### src/rtl/core/hstn_pkg.sv
// ----------------------------------------------------------------------------
// hstn_pkg
// Shared types and constants for the five-point Helmholtz stencil block.
// ----------------------------------------------------------------------------
package hstn_pkg;

    localparam int MAX_WIDTH_DEF = 1024;

    localparam int FIELD_W   = 16;
    localparam int COEF_W    = 32;
    localparam int TW_W      = 11;
    localparam int K0_W      = 31;
    localparam int OUT_W     = 40;
    localparam int ROW_W     = 16;
    localparam int COL_OUT_W = 10;
    localparam int PT_W      = 64;
    localparam int DATA_W    = 32;
    localparam int ADDR_W    = 5;

    localparam int MUL_A_W = 41;
    localparam int MUL_B_W = 17;
    localparam int PROD_W  = MUL_A_W + MUL_B_W;
    localparam int ACC_W   = 60;
    localparam int SQ_W    = 32;
    localparam int WACC_W  = 63;
    localparam int WT_W    = 40;

    localparam logic [TW_W-1:0]          TILE_WIDTH_RST  = TW_W'(1024);
    localparam logic signed [COEF_W-1:0] COEF_EDGE_RST   = COEF_W'(65536);
    localparam logic signed [COEF_W-1:0] COEF_CENTER_RST = COEF_W'(-262144);

    typedef enum logic [2:0] {
        ST_IDLE,
        ST_READ,
        ST_UPDATE,
        ST_MAC,
        ST_DRAIN,
        ST_FINISH
    } state_t;

    typedef enum logic [4:0] {
        OP_SQ0,
        OP_SQ1,
        OP_P_LO,
        OP_P_HI,
        OP_A_LO,
        OP_A_HI,
        OP_RE_L,
        OP_RE_R,
        OP_RE_U,
        OP_RE_D,
        OP_RE_C,
        OP_IM_L,
        OP_IM_R,
        OP_IM_U,
        OP_IM_D,
        OP_IM_C,
        OP_RE_P,
        OP_RE_A,
        OP_IM_P,
        OP_IM_A
    } mac_op_t;

    typedef enum logic [2:0] {
        REG_TILE_WIDTH,
        REG_COEF_LEFT,
        REG_COEF_RIGHT,
        REG_COEF_UP,
        REG_COEF_DOWN,
        REG_COEF_CENTER,
        REG_K0_SQUARED,
        REG_ABSORPTION
    } reg_idx_t;

    typedef struct packed {
        logic    capture;
        logic    ram_rd;
        logic    update;
        logic    mul_en;
        mac_op_t op;
        logic    load_out;
    } dp_cmd_t;

    typedef struct packed {
        logic emit;
        logic out_free;
    } dp_stat_t;

endpackage

### src/rtl/core/hstn_ctrl.sv
// ----------------------------------------------------------------------------
// hstn_ctrl
// Sequencer: line-store read, window update, MAC schedule, output load.
// ----------------------------------------------------------------------------
module hstn_ctrl (
    input  logic               clk,
    input  logic               rst_n,
    input  logic               in_valid,
    output logic               in_ready,
    input  hstn_pkg::dp_stat_t stat,
    output hstn_pkg::dp_cmd_t  cmd
);
    import hstn_pkg::*;

    state_t  state_reg, state_next;
    mac_op_t op_reg, op_next;

    always_ff @(posedge clk or negedge rst_n)
    begin
        if (!rst_n)
        begin
            state_reg <= ST_IDLE;
            op_reg    <= OP_SQ0;
        end
        else
        begin
            state_reg <= state_next;
            op_reg    <= op_next;
        end
    end

    always_comb
    begin
        state_next   = state_reg;
        op_next      = op_reg;
        in_ready     = 1'b0;
        cmd          = '0;
        cmd.op       = op_reg;
        unique case (state_reg)
            ST_IDLE:
            begin
                in_ready = 1'b1;
                if (in_valid)
                begin
                    cmd.capture = 1'b1;
                    state_next  = ST_READ;
                end
            end
            ST_READ:
            begin
                cmd.ram_rd = 1'b1;
                state_next = ST_UPDATE;
            end
            ST_UPDATE:
            begin
                cmd.update = 1'b1;
                if (stat.emit)
                begin
                    op_next    = OP_SQ0;
                    state_next = ST_MAC;
                end
                else
                begin
                    state_next = ST_IDLE;
                end
            end
            ST_MAC:
            begin
                cmd.mul_en = 1'b1;
                if (op_reg == OP_IM_A)
                begin
                    state_next = ST_DRAIN;
                end
                else
                begin
                    op_next = mac_op_t'(op_reg + 5'd1);
                end
            end
            ST_DRAIN:
            begin
                state_next = ST_FINISH;
            end
            ST_FINISH:
            begin
                if (stat.out_free)
                begin
                    cmd.load_out = 1'b1;
                    state_next   = ST_IDLE;
                end
            end
            default:
            begin
                state_next = ST_IDLE;
            end
        endcase
    end

    a_update_after_read: assert property (@(posedge clk) disable iff (!rst_n)
        (state_reg == ST_UPDATE) |-> $past(state_reg == ST_READ))
        else $error("window update without line-store read");

    a_mac_entry: assert property (@(posedge clk) disable iff (!rst_n)
        (state_reg == ST_MAC && op_reg == OP_SQ0) |-> $past(state_reg == ST_UPDATE))
        else $error("MAC schedule entered out of order");

endmodule

### config.mk
export PLATFORM = sky130hd
export DESIGN_NAME = hstn_ctrl
export DESIGN_NICKNAME = d
export VERILOG_FILES = /design/src/rtl/core/hstn_pkg.sv /design/src/rtl/core/hstn_ctrl.sv
export SDC_FILE = /design/constraint.sdc
export NUM_CORES = 1
export LEC_CHECK = 0
export BUFFER_PORTS_ARGS = -buffer_cell sky130_fd_sc_hd__buf_2
export CORE_MARGIN = 1
export CORE_UTILIZATION = 30
export DETAILED_ROUTE_END_ITERATION = 7
export PLACE_DENSITY = 0.58
export REMOVE_ABC_BUFFERS = 1
export SKIP_CTS_REPAIR_TIMING = 1
export SYNTH_ARGS = -nofsm -noshare
export SYNTH_HDL_FRONTEND = slang
export SYNTH_SLANG_ARGS = --single-unit
### constraint.sdc
create_clock -name clk -period 3.4 [get_ports clk]
set_clock_uncertainty 0.05 [all_clocks]
set_input_delay 0.68 -clock clk [delete_from_list [all_inputs] [get_ports clk]]
set_output_delay 0.68 -clock clk [all_outputs]
set_load 0.03 [all_outputs]
-- After elaboration in Yosys (flattened, before gate mapping)
Cells that the tools add are included.
- flip-flop bits (word level): 8
- add/sub/neg operators: 1
- multiplexer cells: 16
- reduce and logical (&&, ||, !) cells: 4
- equal/unequal tests: 11
- operator list (cell ; number):
    $pmux W3 S6 ; 1
    $mux W5 ; 2
    $ne A2 B2 Y1 const B ; 5
    $pmux W5 S2 ; 1
    $mux W3 ; 3
    $mux W1 ; 8
    $eq A3 B2 Y1 const B ; 2
    $eq A3 B3 Y1 const B ; 2
    $reduce_and A3 Y1 ; 2
    $add A5 B1 Y5 const B ; 1
    $eq A5 B5 Y1 const B ; 1
    $eq A3 B1 Y1 const B ; 1
    $logic_not A3 Y1 ; 1
    $mux W2 ; 1
    $reduce_bool A2 Y1 ; 1

-- Depth between registers and ports, before layout
- depth in word-level cells: 3
- gate-level depth with buffers: 5

-- Worst setup path after synthesis
No wires, ideal clock.
- path kind: reg-to-output
- from: reg state_reg[0]
- to: out cmd[9] (netlist name)
- slack: 1.037 ns
- stages on the path, launching flop included: 4
- data arrival time: 1.633 ns
- path buffers: 1
- data required time: 2.670 ns
- cells stage by stage: dfrtp_1 -> buf_2 -> nor3_1 -> and2_1
- RTL lines (what ; RTL line ; RTL):
    start: declaration ; hstn_ctrl.sv:15 ; state_t state_reg, state_next;
    start signal: assignment ; hstn_ctrl.sv:27 ; state_reg <= state_next;
    end: declaration ; hstn_ctrl.sv:11 ; output hstn_pkg::dp_cmd_t cmd

==> out/metrics.csv <==
stage,metric,value,unit
outcome,outcome,completed,
detailed_routing,via_count,496,
global_route,antenna_found_initial,0,
sta,post-route-period-util,63.9,%
global_route,grt_max_degree,22,
global_route,grt_pass1_wl,1810,um
worst_setup_path,crit_cells,3,
worst_setup_path,slowest_stage,dfrtp_1,
detailed_routing,ant_nets,0,
sta,slew_headroom,60.6,%
cells_and_area,mostFrequentLayoutCells,"buf_2 (15), nand3_1 (8), dfrtp_1 (8), nor2_1 (4), o21ai_0 (4)",
power,powerDensity,1010,mW/mm2
worst_hold_path,hp-class,in -> async,
worst_setup_path,crit_chain,nor3_1 > and2_1 > buf_2,
cells_and_area,fillers,173,
clock_tree,cts_buffer_depth,2,
worst_setup_path,path_max_fanout,21,
cells_and_area,area_delta_synth_final,16.7,%
synthesis,ys_ff_latch,8,
cells_and_area,antenna_cells,0,
sta,drv_slew,0,
synthesis,synthesis.area,532,um2
clock_tree,cts_root_buf,clkbuf_4,
detailed_routing,drt-initial-drc-count,9,
worst_setup_path,path_buf_inv,1,
flow_run,maxCapViolations,0,
synthesis,synth_cell_types,29,
cells_and_area,largest_reg_flops,5,
die,die_y,44.1,um
synthesis,seq_area_frac_synth,37.6,%
power,ir_drop,0.418,mV
worst_setup_path,critPathLaunchType,register,
die,io_pins,16,
synthesis,yosys_warnings,0,
detailed_routing,first_pass_iters,6,
worst_setup_path,arrival,1.44,ns
die,num_rows,14,
clock_tree,numClockSinks,8,
worst_setup_path,worst_setup_path_end_kind,output port,
sta,fin_crit,2.17,ns
die,core,0.00158,mm2
cells_and_area,drive_gt1_share,30.6,%
sta,tightestPinTransition,0.591,ns
sta,finalHoldViolations,0,
sta,rsz0062_at_grt,false,
worst_setup_path,endpoint,cmd[9],
sta,max_freq,460,MHz
sta,finalSetupTns,0,ns
worst_setup_path,cp.required,2.67,ns
worst_setup_path,cpLargestDelayFamily,flip-flops,
die,start_util,33.7,%
synthesis,synthCells,58,
clock_tree,numCtsBuffers,3,
clock_tree,htreeDepth,1,
die,dieArea,0.00194,mm2
worst_setup_path,r2r_start,state_reg[0]$_DFFE_PN0P_,
power,total_power,627,uW
cells_and_area,layout_commonest_cell,buf_2,
clock_tree,clk_pin_slew_worst_paths,0.05,ns
worst_setup_path,reg2reg_depth,3,
global_route,grt_pass1_vias,417,
detailed_routing,drt_wl_total,1130,um
global_route,grt_overflow,0,
worst_setup_path,rrSetupSlack,1.98,ns
die,die_w,44.1,um
place,io_buffers,15,
place,hpwl,803,um
synthesis,syn_avg_cell_area,9.17,um2
clock_tree,tritoncts,built,
clock_tree,clk_latency,0.26,ns
power,leakagePower,0.000288,uW
worst_setup_path,timing.rr.end,op_reg[4]$_DFFE_PN0P_,
place,place.gp.congestion,0.713,
worst_setup_path,critPathLaunch,state_reg[0]$_DFFE_PN0P_,
detailed_routing,routedWlPerCell,12.8,um
worst_setup_path,path_class,reg -> out,
detailed_routing,drc_errors,0,
detailed_routing,routed_via_density,5.64,
worst_setup_path,cpPeakStageDelay,0.59,ns
cells_and_area,nets,80,
global_route,grt_usage,13.8,%
sta,setup_violations,0,
Yosys cell counts:
library cell	number	area share (%)
nand2b_4	1	2.6
o21ai_1	1	0.94
o22ai_1	1	1.2
nand3_1	8	7.5
ha_1	1	2.4
a21oi_1	2	1.9
and2_1	2	2.4
buf_2	2	1.9
nor3b_1	1	1.4
a21o_1	1	1.4
nand4_1	2	2.4
and2b_1	1	1.4
a311oi_1	1	1.6
o221ai_2	1	2.8
buf_6	1	2.1
nor2_1	4	2.8
nand2b_1	3	3.5
nand4b_1	1	1.6
o311ai_1	2	3.3
o21ai_0	4	3.8
and4bb_2	1	2.4
nand4bb_1	1	2.1
buf_4	1	1.4
o21a_1	1	1.4
o211ai_1	1	1.4
dfrtp_1	8	38
nand2_1	3	2.1
nor2b_2	1	1.6
nor3_1	1	0.94
worst min-delay path by stage:
| stage | slack (ns) | startpoint | end |
|---|---|---|---|
| after global placement | 0.49 | rst_n | op_reg[3]$_DFFE_PN0P_ |
| after detailed placement | 0.49 | rst_n | op_reg[3]$_DFFE_PN0P_ |
| after floorplan | 0.33 | rst_n | op_reg[0]$_DFFE_PN0P_ |
| after global routing | 0.20 | rst_n | op_reg[3]$_DFFE_PN0P_ |
| final | 0.20 | rst_n | op_reg[1]$_DFFE_PN0P_ |
| after CTS | 0.20 | rst_n | op_reg[1]$_DFFE_PN0P_ |
through the flow:
step                      cell area (um2)  cells  hold slack, ns  util [%]  worst slack (ns)
after global placement                598     85           0.487      37.9              1.54
after floorplan                       503     54           0.334         -             0.979
final                                 621     88           0.204      39.4              1.23
after global routing                  621     88           0.200      39.4              1.12
after detailed placement              598     85           0.488      37.9              1.50
after CTS                             621     88           0.204      39.4              1.22
metal layers:
layer | wire (um) | global-route usage, % | share of wire (%)
met1 | 535 | 17.0 | 47
met2 | 496 | 18.5 | 44
met3 | 66 | 6.12 | 5.8
met4 | 31 | 10.9 | 2.7
met5 | 0 | 0 | 0
cell families (layout without fill, tap and decap cells):
family	Yosys count	count (layout)	synth area share (%)
AND/OR/NAND/NOR	30	30	34.8
AO/OA/AOI/OAI	15	15	19.8
flip-flops	8	8	37.6
buffers and inverters	4	18	5.41
adder cells (fa/ha/maj)	1	1	2.35
power by group:
| part | internal (uW) | switching, uW | total [uW] |
|---|---|---|---|
| combinational | 131 | 205 | 336 |
| clock | 40.6 | 35.0 | 75.6 |
| sequential | 135 | 81.4 | 216 |
layout make-up:
class	instances	area [um2]	area share [%]
tap	16	20.0	3.23
timing repair buffer	15	75.1	12.1
clock buffer	3	22.5	3.63
sequential	8	200	32.3
multi-input combinational	46	303	48.8
Power figures use the tool's default switching activity.
